File: src/sv/srpg_pkg.sv
package srpg_pkg;

    localparam int CFG_ADDR_BITS = 2;

    localparam logic [CFG_ADDR_BITS-1:0] CFG_SLOW_HALF_PERIOD = 2'd0;
    localparam logic [CFG_ADDR_BITS-1:0] CFG_FAST_HALF_PERIOD = 2'd1;
    localparam logic [CFG_ADDR_BITS-1:0] CFG_RAMP_STEPS       = 2'd2;

    localparam int SLOW_HALF_PERIOD_RESET = 2000;
    localparam int FAST_HALF_PERIOD_RESET = 500;
    localparam int RAMP_STEPS_RESET       = 200;

    typedef enum logic [2:0] {
        ST_IDLE,
        ST_SEL,
        ST_MUL,
        ST_DIV,
        ST_EMIT
    } state_t;

    typedef struct packed {
        logic accept;
        logic sel;
        logic mul;
        logic fin;
        logic emit;
    } cmd_t;

    typedef struct packed {
        logic need_calc;
        logic flat;
        logic div_busy;
    } status_t;

endpackage

File: src/sv/srpg_div.sv
module srpg_div
#(
    parameter int STEP_BITS   = 24,
    parameter int PERIOD_BITS = 16
)
(
    input  logic                             clk,
    input  logic                             rst_n,
    input  logic                             load,
    input  logic [STEP_BITS+PERIOD_BITS-1:0] numer,
    input  logic [STEP_BITS-1:0]             denom,
    output logic                             busy,
    output logic [PERIOD_BITS-1:0]           quot
);

    // The quotient is known to fit in PERIOD_BITS bits because the numerator is
    // below denom shifted left by PERIOD_BITS, so only that many steps are run.
    localparam int CNT_BITS = $clog2(PERIOD_BITS + 1);

    logic [STEP_BITS-1:0]   rem_reg;
    logic [STEP_BITS-1:0]   rem_next;
    logic [PERIOD_BITS-1:0] sh_reg;
    logic [PERIOD_BITS-1:0] sh_next;
    logic [CNT_BITS-1:0]    cnt_reg;
    logic [CNT_BITS-1:0]    cnt_next;
    logic [STEP_BITS:0]     trial;
    logic [STEP_BITS:0]     trial_sub;
    logic                   ge;

    assign trial     = {rem_reg, sh_reg[PERIOD_BITS-1]};
    assign ge        = trial >= {1'b0, denom};
    assign trial_sub = trial - {1'b0, denom};
    assign busy      = cnt_reg != '0;
    assign quot      = sh_reg;

    always_comb
    begin
        rem_next = rem_reg;
        sh_next  = sh_reg;
        cnt_next = cnt_reg;
        if (load)
        begin
            rem_next = numer[STEP_BITS+PERIOD_BITS-1:PERIOD_BITS];
            sh_next  = numer[PERIOD_BITS-1:0];
            cnt_next = CNT_BITS'(PERIOD_BITS);
        end
        else if (busy)
        begin
            rem_next = ge ? trial_sub[STEP_BITS-1:0] : trial[STEP_BITS-1:0];
            sh_next  = {sh_reg[PERIOD_BITS-2:0], ge};
            cnt_next = cnt_reg - 1'b1;
        end
    end

    always_ff @(posedge clk or negedge rst_n)
    begin
        if (!rst_n)
        begin
            cnt_reg <= '0;
        end
        else
        begin
            cnt_reg <= cnt_next;
        end
    end

    always_ff @(posedge clk)
    begin
        rem_reg <= rem_next;
        sh_reg  <= sh_next;
    end

endmodule

File: src/sv/srpg_dp.sv
module srpg_dp
import srpg_pkg::*;
#(
    parameter int STEP_BITS   = 24,
    parameter int PERIOD_BITS = 16,
    parameter int CFG_BITS    = 24
)
(
    input  logic                     clk,
    input  logic                     rst_n,
    input  cmd_t                     cmd,
    output status_t                  st,
    input  logic                     cfg_wr_en,
    input  logic [CFG_ADDR_BITS-1:0] cfg_addr,
    input  logic [CFG_BITS-1:0]      cfg_wdata,
    input  logic                     mode,
    input  logic [STEP_BITS-1:0]     step_total,
    input  logic                     direction,
    output logic                     pulse,
    output logic                     direction_level,
    output logic                     busy_res,
    output logic                     done_res,
    output logic [PERIOD_BITS-1:0]   present_half_period
);

    logic [PERIOD_BITS-1:0] slow_reg;
    logic [PERIOD_BITS-1:0] fast_reg;
    logic [STEP_BITS-1:0]   ramp_reg;

    logic [STEP_BITS-1:0]   steps_done_reg;
    logic [STEP_BITS-1:0]   steps_done_next;
    logic [STEP_BITS-1:0]   steps_in_move_reg;
    logic [STEP_BITS-1:0]   steps_in_move_next;
    logic [STEP_BITS-1:0]   ramp_length_reg;
    logic [STEP_BITS-1:0]   ramp_length_next;
    logic [PERIOD_BITS-1:0] half_reg;
    logic [PERIOD_BITS-1:0] half_next;
    logic [PERIOD_BITS-1:0] tick_reg;
    logic [PERIOD_BITS-1:0] tick_next;
    logic                   pulse_reg;
    logic                   pulse_next;
    logic                   moving_reg;
    logic                   moving_next;
    logic                   dir_reg;
    logic                   dir_next;
    logic                   done_reg;
    logic                   done_next;

    logic [STEP_BITS-1:0]   j_reg;
    logic [PERIOD_BITS-1:0] base_reg;
    logic [PERIOD_BITS-1:0] diff_reg;
    logic                   dec_reg;

    logic                   pulse_out_reg;
    logic                   dir_out_reg;
    logic                   busy_out_reg;
    logic                   done_out_reg;
    logic [PERIOD_BITS-1:0] half_out_reg;

    logic [STEP_BITS-1:0]   half_total;
    logic [PERIOD_BITS-1:0] tick_inc;
    logic                   tick_hit;
    logic [STEP_BITS-1:0]   steps_inc;
    logic                   last_step;

    logic [STEP_BITS-1:0]   n_minus_r;
    logic                   rise;
    logic                   fall;
    logic [PERIOD_BITS-1:0] seg_from;
    logic [PERIOD_BITS-1:0] seg_to;

    logic [STEP_BITS+PERIOD_BITS-1:0] prod;
    logic                             div_busy;
    logic [PERIOD_BITS-1:0]           quot;

    assign half_total = step_total >> 1;
    assign tick_inc   = tick_reg + 1'b1;
    assign tick_hit   = tick_inc >= half_reg;
    assign steps_inc  = steps_done_reg + 1'b1;
    assign last_step  = steps_inc >= steps_in_move_reg;

    assign n_minus_r = steps_in_move_reg - ramp_length_reg;
    assign rise      = steps_done_reg < ramp_length_reg;
    assign fall      = steps_done_reg > n_minus_r;
    assign seg_from  = rise ? slow_reg : fast_reg;
    assign seg_to    = rise ? fast_reg : slow_reg;

    assign st.need_calc = mode ? (step_total != '0)
                               : (moving_reg && tick_hit && !pulse_reg && !last_step);
    assign st.flat      = !rise && !fall;
    assign st.div_busy  = div_busy;

    assign prod = {{PERIOD_BITS{1'b0}}, j_reg} * {{STEP_BITS{1'b0}}, diff_reg};

    srpg_div
    #(
        .STEP_BITS   (STEP_BITS),
        .PERIOD_BITS (PERIOD_BITS)
    )
    u_div
    (
        .clk   (clk),
        .rst_n (rst_n),
        .load  (cmd.mul),
        .numer (prod),
        .denom (ramp_length_reg),
        .busy  (div_busy),
        .quot  (quot)
    );

    always_ff @(posedge clk or negedge rst_n)
    begin
        if (!rst_n)
        begin
            slow_reg <= PERIOD_BITS'(SLOW_HALF_PERIOD_RESET);
            fast_reg <= PERIOD_BITS'(FAST_HALF_PERIOD_RESET);
            ramp_reg <= STEP_BITS'(RAMP_STEPS_RESET);
        end
        else if (cfg_wr_en)
        begin
            unique case (cfg_addr)
                CFG_SLOW_HALF_PERIOD: slow_reg <= cfg_wdata[PERIOD_BITS-1:0];
                CFG_FAST_HALF_PERIOD: fast_reg <= cfg_wdata[PERIOD_BITS-1:0];
                CFG_RAMP_STEPS:       ramp_reg <= cfg_wdata[STEP_BITS-1:0];
                default:              ;
            endcase
        end
    end

    always_comb
    begin
        steps_done_next    = steps_done_reg;
        steps_in_move_next = steps_in_move_reg;
        ramp_length_next   = ramp_length_reg;
        half_next          = half_reg;
        tick_next          = tick_reg;
        pulse_next         = pulse_reg;
        moving_next        = moving_reg;
        dir_next           = dir_reg;
        done_next          = done_reg;
        if (cmd.accept)
        begin
            done_next = 1'b0;
            if (mode)
            begin
                dir_next           = direction;
                steps_in_move_next = step_total;
                ramp_length_next   = (half_total > ramp_reg) ? ramp_reg : half_total;
                steps_done_next    = '0;
                tick_next          = '0;
                moving_next        = step_total != '0;
                pulse_next         = step_total != '0;
            end
            else if (moving_reg)
            begin
                tick_next = tick_inc;
                if (tick_hit)
                begin
                    tick_next = '0;
                    if (pulse_reg)
                    begin
                        pulse_next = 1'b0;
                    end
                    else
                    begin
                        steps_done_next = steps_inc;
                        if (last_step)
                        begin
                            moving_next = 1'b0;
                            done_next   = 1'b1;
                        end
                        else
                        begin
                            pulse_next = 1'b1;
                        end
                    end
                end
            end
        end
        else if (cmd.sel && st.flat)
        begin
            half_next = fast_reg;
        end
        else if (cmd.fin)
        begin
            half_next = dec_reg ? (base_reg - quot) : (base_reg + quot);
        end
    end

    always_ff @(posedge clk or negedge rst_n)
    begin
        if (!rst_n)
        begin
            steps_done_reg    <= '0;
            steps_in_move_reg <= '0;
            ramp_length_reg   <= '0;
            half_reg          <= '0;
            tick_reg          <= '0;
            pulse_reg         <= 1'b0;
            moving_reg        <= 1'b0;
            dir_reg           <= 1'b0;
            done_reg          <= 1'b0;
        end
        else
        begin
            steps_done_reg    <= steps_done_next;
            steps_in_move_reg <= steps_in_move_next;
            ramp_length_reg   <= ramp_length_next;
            half_reg          <= half_next;
            tick_reg          <= tick_next;
            pulse_reg         <= pulse_next;
            moving_reg        <= moving_next;
            dir_reg           <= dir_next;
            done_reg          <= done_next;
        end
    end

    always_ff @(posedge clk)
    begin
        if (cmd.sel)
        begin
            j_reg    <= rise ? steps_done_reg : (steps_done_reg - n_minus_r);
            base_reg <= seg_from;
            dec_reg  <= seg_to < seg_from;
            diff_reg <= (seg_to < seg_from) ? (seg_from - seg_to) : (seg_to - seg_from);
        end
        if (cmd.emit)
        begin
            pulse_out_reg <= pulse_reg;
            dir_out_reg   <= dir_reg;
            busy_out_reg  <= moving_reg;
            done_out_reg  <= done_reg;
            half_out_reg  <= half_reg;
        end
    end

    assign pulse               = pulse_out_reg;
    assign direction_level     = dir_out_reg;
    assign busy_res            = busy_out_reg;
    assign done_res            = done_out_reg;
    assign present_half_period = half_out_reg;

endmodule

File: src/sv/srpg_ctrl.sv
module srpg_ctrl
import srpg_pkg::*;
(
    input  logic    clk,
    input  logic    rst_n,
    input  logic    in_valid,
    output logic    in_ready,
    output logic    out_valid,
    input  logic    out_ready,
    input  status_t st,
    output cmd_t    cmd
);

    state_t state_reg;
    state_t state_next;
    logic   out_valid_reg;
    logic   out_valid_next;

    always_comb
    begin
        state_next = state_reg;
        unique case (state_reg)
            ST_IDLE:
            begin
                if (in_valid)
                begin
                    state_next = st.need_calc ? ST_SEL : ST_EMIT;
                end
            end
            ST_SEL:
            begin
                state_next = st.flat ? ST_EMIT : ST_MUL;
            end
            ST_MUL:
            begin
                state_next = ST_DIV;
            end
            ST_DIV:
            begin
                if (!st.div_busy)
                begin
                    state_next = ST_EMIT;
                end
            end
            ST_EMIT:
            begin
                if (!out_valid_reg || out_ready)
                begin
                    state_next = ST_IDLE;
                end
            end
            default:
            begin
                state_next = ST_IDLE;
            end
        endcase
    end

    always_comb
    begin
        cmd      = '0;
        in_ready = 1'b0;
        unique case (state_reg)
            ST_IDLE:
            begin
                in_ready   = 1'b1;
                cmd.accept = in_valid;
            end
            ST_SEL:
            begin
                cmd.sel = 1'b1;
            end
            ST_MUL:
            begin
                cmd.mul = 1'b1;
            end
            ST_DIV:
            begin
                cmd.fin = !st.div_busy;
            end
            ST_EMIT:
            begin
                cmd.emit = !out_valid_reg || out_ready;
            end
            default:
            begin
                cmd = '0;
            end
        endcase
    end

    always_comb
    begin
        out_valid_next = out_valid_reg;
        if (cmd.emit)
        begin
            out_valid_next = 1'b1;
        end
        else if (out_ready)
        begin
            out_valid_next = 1'b0;
        end
    end

    always_ff @(posedge clk or negedge rst_n)
    begin
        if (!rst_n)
        begin
            state_reg     <= ST_IDLE;
            out_valid_reg <= 1'b0;
        end
        else
        begin
            state_reg     <= state_next;
            out_valid_reg <= out_valid_next;
        end
    end

    assign out_valid = out_valid_reg;

endmodule

File: src/sv/stepper_ramp_pulse_generator.sv
// Trapezoidal ramp step pulse generator. A start beat (mode 1) loads a move of
// step_total steps and a direction; every tick beat (mode 0) stands for one
// microsecond and returns one result beat with the step and direction pin
// levels, the busy and done flags and the half-period of the current step. The
// half-period ramps linearly from slow to fast over the first ramp steps, holds
// at fast, and ramps back over the last ones; the ramp is the smaller of
// ramp_steps and half the move. A tick that does not begin a new step goes
// from the idle state straight to the emit state. A start beat or a tick that
// begins a new step passes through the select state when that step lies between
// the ramps, and through the select, multiply and divide states when it lies on
// a ramp, for the interpolation: one multiply, then a restoring divider that
// yields one quotient bit per cycle. A new input beat is taken while the
// previous result still waits in the output register; a result that is ready
// while the one before it has not been taken waits until out_ready is high.
module stepper_ramp_pulse_generator
import srpg_pkg::*;
#(
    parameter int STEP_BITS   = 24,
    parameter int PERIOD_BITS = 16
)
(
    input  logic                     clk,
    input  logic                     rst_n,
    input  logic                     cfg_wr_en,
    input  logic [CFG_ADDR_BITS-1:0] cfg_addr,
    input  logic [((STEP_BITS > PERIOD_BITS) ? STEP_BITS : PERIOD_BITS)-1:0] cfg_wdata,
    input  logic                     in_valid,
    output logic                     in_ready,
    input  logic                     mode,
    input  logic [STEP_BITS-1:0]     step_total,
    input  logic                     direction,
    output logic                     out_valid,
    input  logic                     out_ready,
    output logic                     pulse,
    output logic                     direction_level,
    output logic                     busy_res,
    output logic                     done_res,
    output logic [PERIOD_BITS-1:0]   present_half_period
);

    localparam int CFG_BITS = (STEP_BITS > PERIOD_BITS) ? STEP_BITS : PERIOD_BITS;

    cmd_t    cmd;
    status_t st;

    srpg_ctrl u_ctrl
    (
        .clk       (clk),
        .rst_n     (rst_n),
        .in_valid  (in_valid),
        .in_ready  (in_ready),
        .out_valid (out_valid),
        .out_ready (out_ready),
        .st        (st),
        .cmd       (cmd)
    );

    srpg_dp
    #(
        .STEP_BITS   (STEP_BITS),
        .PERIOD_BITS (PERIOD_BITS),
        .CFG_BITS    (CFG_BITS)
    )
    u_dp
    (
        .clk                 (clk),
        .rst_n               (rst_n),
        .cmd                 (cmd),
        .st                  (st),
        .cfg_wr_en           (cfg_wr_en),
        .cfg_addr            (cfg_addr),
        .cfg_wdata           (cfg_wdata),
        .mode                (mode),
        .step_total          (step_total),
        .direction           (direction),
        .pulse               (pulse),
        .direction_level     (direction_level),
        .busy_res            (busy_res),
        .done_res            (done_res),
        .present_half_period (present_half_period)
    );

    // Only one beat is in flight at a time.
    a_one_in_flight: assert property (@(posedge clk) disable iff (!rst_n)
        (in_valid && in_ready) |=> !in_ready)
        else $error("input accepted while a beat was in flight");

    // The move that just finished is never reported as still running.
    a_done_not_busy: assert property (@(posedge clk) disable iff (!rst_n)
        (out_valid && done_res) |-> !busy_res)
        else $error("done reported on a busy result");

    // With no move running, the step pin rests low.
    a_idle_pin_low: assert property (@(posedge clk) disable iff (!rst_n)
        (out_valid && !busy_res) |-> !pulse)
        else $error("step pin high while idle");

endmodule
File: config.mk
export PLATFORM = sky130hd
export DESIGN_NAME = stepper_ramp_pulse_generator
export DESIGN_NICKNAME = d
export VERILOG_FILES = /design/src/sv/srpg_pkg.sv /design/src/sv/srpg_div.sv /design/src/sv/srpg_dp.sv /design/src/sv/srpg_ctrl.sv /design/src/sv/stepper_ramp_pulse_generator.sv
export SDC_FILE = /design/constraint.sdc
export NUM_CORES = 2
export LEC_CHECK = 0
export ABC_CLOCK_PERIOD_IN_PS = 7500
export BUFFER_PORTS_ARGS = -buffer_cell sky130_fd_sc_hd__clkbuf_2
export CORE_ASPECT_RATIO = 1.4
export CORE_UTILIZATION = 65
export DETAILED_ROUTE_END_ITERATION = 8
export PLACE_DENSITY = 0.8
export SETUP_SLACK_MARGIN = 0.05
export SLEW_MARGIN = 5
export SYNTH_ARGS = -nofsm -noshare
export SYNTH_HDL_FRONTEND = slang
export SYNTH_SLANG_ARGS = --single-unit
File: constraint.sdc
create_clock -name clk -period 7.5 [get_ports clk]
set_input_delay 2.25 -clock clk [delete_from_list [all_inputs] [get_ports clk]]
set_output_delay 2.25 -clock clk [all_outputs]
set_load 0.005 [all_outputs]
# ---- Word-level counts from Yosys, hierarchy flattened
# Index checks and enable logic that the tools add are counted.
dict set report classes {
  reduce_logical 30
  mux 51
  add_sub_neg 10
  eq_ne 10
  n_div 0
  n_shift 0
  magnitude_cmp 7
  mul 1
  bitwise_logic 1
}
# operator count
set ops {}
lappend ops {{2-to-1 mux 24 bit} 9}
lappend ops {{2-to-1 mux 16 bit} 11}
lappend ops {{subtractor 24 bit} 3}
lappend ops {{subtractor 16 bit} 3}
lappend ops {{multiplier 24 x 16 -> 40 bit} 1}
lappend ops {{>= comparator 25 x 24 -> 1 bit} 1}
lappend ops {{adder 24 x 1 -> 24 bit (second input constant)} 1}
lappend ops {{>= comparator 24 bit} 1}
lappend ops {{> comparator 23 x 24 -> 1 bit} 1}
lappend ops {{> comparator 24 bit} 1}
lappend ops {{less-than comparator 24 bit} 1}
lappend ops {{nonzero test 24 bit} 1}
lappend ops {{2-to-1 mux 1 bit} 23}
lappend ops {{adder 16 x 1 -> 16 bit (second input constant)} 1}
lappend ops {{adder 16 bit} 1}
lappend ops {{>= comparator 16 bit} 1}
lappend ops {{less-than comparator 16 bit} 1}
lappend ops {{2-to-1 mux 3 bit} 5}
lappend ops {{case mux 3 bit (5 select lines)} 1}
lappend ops {{AND reduction 2 bit} 6}
lappend ops {{2-to-1 mux 5 bit} 2}
lappend ops {{nonzero test 2 bit} 5}
lappend ops {{== test 3 x 2 -> 1 bit (second input constant)} 2}
lappend ops {{logical NOT 1 bit} 6}
lappend ops {{other kinds (15)} 22}
dict set report totals {
  wordCells 136
  latchBits 0
  inputBits 57
  ramBits 0
  reg_bits 290
  rom_bits 0
  mem_count 0
}

# ---- Depth between registers and ports, before layout
dict set report logic_depth {
  depth_word 9
  depth_mapped 27
  ltp_nobuf 25
}

# ---- Hierarchy
# Synthesis repeated with hierarchy kept, for this count alone.
dict set report unflattened {
  hier_cells 3574
  area_unflattened_um2 33039.2
}
# mod seq_area_each_um2 cells_per_inst n_inst area_each_um2
set modules_own_cells {}
lappend modules_own_cells {srpg_dp 6434.9 3176 1 29266.8}
lappend modules_own_cells {srpg_div 1326.3 368 1 3528.4}
lappend modules_own_cells {srpg_ctrl 100.1 30 1 244.0}

# ---- Worst setup path before layout
# Ideal clock, no wire load.
dict set report synth_path {
  path_kind {register to register}
  startpoint {register u_dp.j_reg[8]}
  endpoint {register u_dp.u_div.rem_reg[11] (data pin)}
  required_time_ns 7.240
  setup_time_ns 0.260
  path_stages_with_launch 26
  arrival_time_ns 6.641
  slack_ns 0.599
  cell_sequence {edfxtp_1 clkbuf_1 nand2_1 fa_1 inv_1 fa_1 inv_1 fa_1 inv_1 fa_1 fa_1 inv_1 fa_1 inv_1 ha_1 a21o_1 a221o_1 nor4_1 o21a_1 o21ai_1 a31oi_1 o21ai_0 or4_1 a31oi_1 xnor2_1 mux2_2}
}
dict set report synth_between {
  elab_chain_cells 2
}
# element line
set synth_lines {}
lappend synth_lines {{from (decl)} srpg_dp.sv:49} ;# logic [STEP_BITS-1:0] j_reg;
lappend synth_lines {{from (signal assigned)} srpg_dp.sv:222} ;# j_reg <= rise ? steps_done_reg : (steps_done_reg - n_minus_r);
lappend synth_lines {{multiplier 24 x 16 -> 40 bit} srpg_dp.sv:93} ;# assign prod = {{PERIOD_BITS{1'b0}}, j_reg} * {{STEP_BITS{1'b0}}, diff_reg};
lappend synth_lines {{2-to-1 mux 24 bit} srpg_div.sv:41} ;# if (load)
lappend synth_lines {{named net u_dp.u_div.rem_next[11]} srpg_div.sv:21} ;# logic [STEP_BITS-1:0] rem_next;
lappend synth_lines {{to (signal assigned)} srpg_div.sv:69} ;# rem_reg <= rem_next;
lappend synth_lines {{to (decl)} srpg_div.sv:20} ;# logic [STEP_BITS-1:0] rem_reg;
# The timed path passes the listed nets, and every way through them passes these cells.
# A chain may end at the register's enable or synchronous reset.

# ---- Final worst setup path
dict set report layout_path {
  startpoint {register u_dp.j_reg[4]}
  endpoint {register u_dp.u_div.rem_reg[11] (data pin)}
}
# Same word-level chain as after synthesis.

==> metrics <==
Sink Count between 200 and 300; average routed wire per standard cell roughly 19 um; Critical Path Source Type register; clk root buf clkbuf_16; Max Clk Rate 0.1378 GHz; Core Footprint about 50000 um2; #FFs+latches synth 290; design area 35070 um2; Placed Instances roughly 4300; WP data required ~8 ns; Critical Path AT around 7.6 ns; gpl congestion 0.9448; Final Hold Violating Endpoints 0; Port Buffer Count approximately 80; Die Wd ~190 um; CP Max Fanout 11; Synth Area per Inst 8.946 um2; Setup Skew approximately 0.025 ns; Post-Synthesis Cells about 3700; crit path time final between 7 and 8 ns; Distinct cells, synth 89; period utilization between 90% and 100%; # diodes 0; Max H-tree Level 1; DRC Markers 0; routed wl met3 ~4200 um; Post-synth EDFFs 117; RSZ-0062 raised after global routing yes; DR vias/cell between 5 and 6; Post-DP Area around 34000 um2; Post-layout nets 4377; hold buffers post-CTS 0; worst-skew pair later-pin latency about 0.60 ns; initial antenna violation count 0; clk slew on worst S/H paths around 0.070 ns; post-DP HPWL around 66000 um; run status completed; via count 26090; Finished Layout Cells 4384; async set-reset flop share out of synthesis 59.66%; I/O pin cnt between 70 and 80; commonest non-fill, non-tap cells in the layout nand2_1 (529), inv_1 (506), fa_1 (310), ha_1 (291), o21ai_0 (195); synthesized cell area approximately 33000 um2; total gr overflow 0; Critical Path Sink Type register; commonest non-fill, non-tap cell in the layout nand2_1; vias in the first global route 26530; 1st-pass router iterations 6; Iter 0 DRT Violations roughly 2300; Die Y roughly 270 um; Most used DFF post-synth dfrtp_1; endpoints failing setup 0; sum of negative setup slack 0 ns; share of layout cells above drive strength 1 under 10%; Area Overhead vs Synth 7.050%; final slew viol count 0; num rows just under 100; CTS Buffer Depth 3; CP Class register to register; worst relative slew slack ~26%; met2 WL post-DR approximately 42000 um; register area share after synthesis between 20% and 30%; worst slew pin tran 1.114 ns; met1 WL 33160 um; Routed WL approximately 83000 um; first-pass GRT wire length 136800 um; total die area between 50000 and 60000 um2; GRT Total Usage approximately a third; antenna-violating nets left 0; Syn. warnings 0; Synth Net Count approximately 4300; largest net degree at the start of global routing 167; top sig layer met4; TritonCTS Buffers 28; CTS tree yes; Hold WC Path Type register to register; Initial Util 65.68%; max_cap viols 0
-- layout make-up --
class	count	area, um2
Clock buffer	37	785.8
Timing Repair Buffer	165	1062
Clock inverter	15	142.6
Tap cell	643	804.5
Fill cell	3863	14810
Multi-Input combinational cell	2726	22510
Sequential cell	290	7861
Inverter	508	1909
-- path summary, 6_finish.rpt --
check | from | end | slack [ns] | depth (start not counted)
worst min register to register | u_dp.dir_reg$_DFFE_PN0P_ | u_dp.direction_level$_DFFE_PP_ | 0.45 | 0
min in group asynchronous | rst_n | u_dp.half_reg[12]$_DFFE_PN0P_ | 1.45 | 1
max in group asynchronous | rst_n | u_dp.ramp_reg[18]$_DFFE_PN0P_ | 4.86 | 2
worst max register to register | u_dp.j_reg[4]$_DFFE_PN_ | u_dp.u_div.rem_reg[11]$_DFFE_PP_ | 0.24 | 22
worst max-delay path | u_dp.j_reg[4]$_DFFE_PN_ | u_dp.u_div.rem_reg[11]$_DFFE_PP_ | 0.24 | 22
worst min-delay path | u_dp.dir_reg$_DFFE_PN0P_ | u_dp.direction_level$_DFFE_PP_ | 0.45 | 0
-- routing by layer --
layer | GRT usage, % | up-vias
met5 | 0 | -
met4 | 15.02 | 0
met3 | 2.726 | 197
met2 | 58.84 | 910
met1 | 43.28 | 12730
li1 | - | 12260
-- stage by stage --
step	setup WS, ns	hold slack, ns	utilization [%]
2_1_floorplan	0.5988	0.4194	-
3_3_place_gp	0.1662	0.4284	68.01
3_5_place_dp	0.01668	0.4338	68.01
4_1_cts	0.05608	0.4539	69.97
5_1_grt	0.002534	0.4722	70.31
6_report	0.2432	0.4510	70.31
-- cells in the mapped netlist (99+ instances only) --
master	number	area (um2)
a21oi_1	182	910.9
and2_1	168	1051
clkbuf_1	121	454.2
dfrtp_1	158	3954
edfxtp_1	117	3513
fa_1	310	6206
ha_1	291	3641
inv_1	506	1899
nand2_1	531	1993
nor2_1	162	608.1
o21ai_0	196	980.9
xnor2_1	99	867.1
-- logic make-up (layout without fill, tap and decap cells) --
family                   after synthesis  in the layout  share of synthesized area [%]
AO/OA/AOI/OAI                        664            664                          12.74
buffers and inverters                646            725                          7.470
flip-flops                           290            290                          24.00
multiplexers                         126            126                          4.178
AND/OR/NAND/NOR                     1143           1143                          16.34
adder cells (fa/ha/maj)              623            623                          30.73
XOR/XNOR                             170            170                          4.545
-- worst max-delay path, stage by stage, from the launching register on --
cell	delay [ns]
edfxtp_1	0.51
buf_4	0.23
and2_1	0.19
fa_1	0.42
fa_1	0.57
fa_1	0.45
fa_1	0.52
fa_1	0.54
inv_1	0.06
fa_1	0.54
inv_1	0.04
ha_1	0.37
and2_1	0.20
a221o_1	0.33
nor4_1	0.17
o21a_1	0.28
o21ai_1	0.19
a31oi_2	0.20
o21ai_0	0.18
or4_1	0.44
a31oi_1	0.21
xnor2_1	0.08
mux2_2	0.25
-- timing repair --
action / in CTS / in global routing
pin swaps: 0 / 1
buffers inserted: 7 / 21
resized for setup: 0 / 3
setup endpoints to repair: 1 / 4
Power is not shown: default switching activity piles up to over one toggle a cycle in this logic, so the estimate is an artifact.
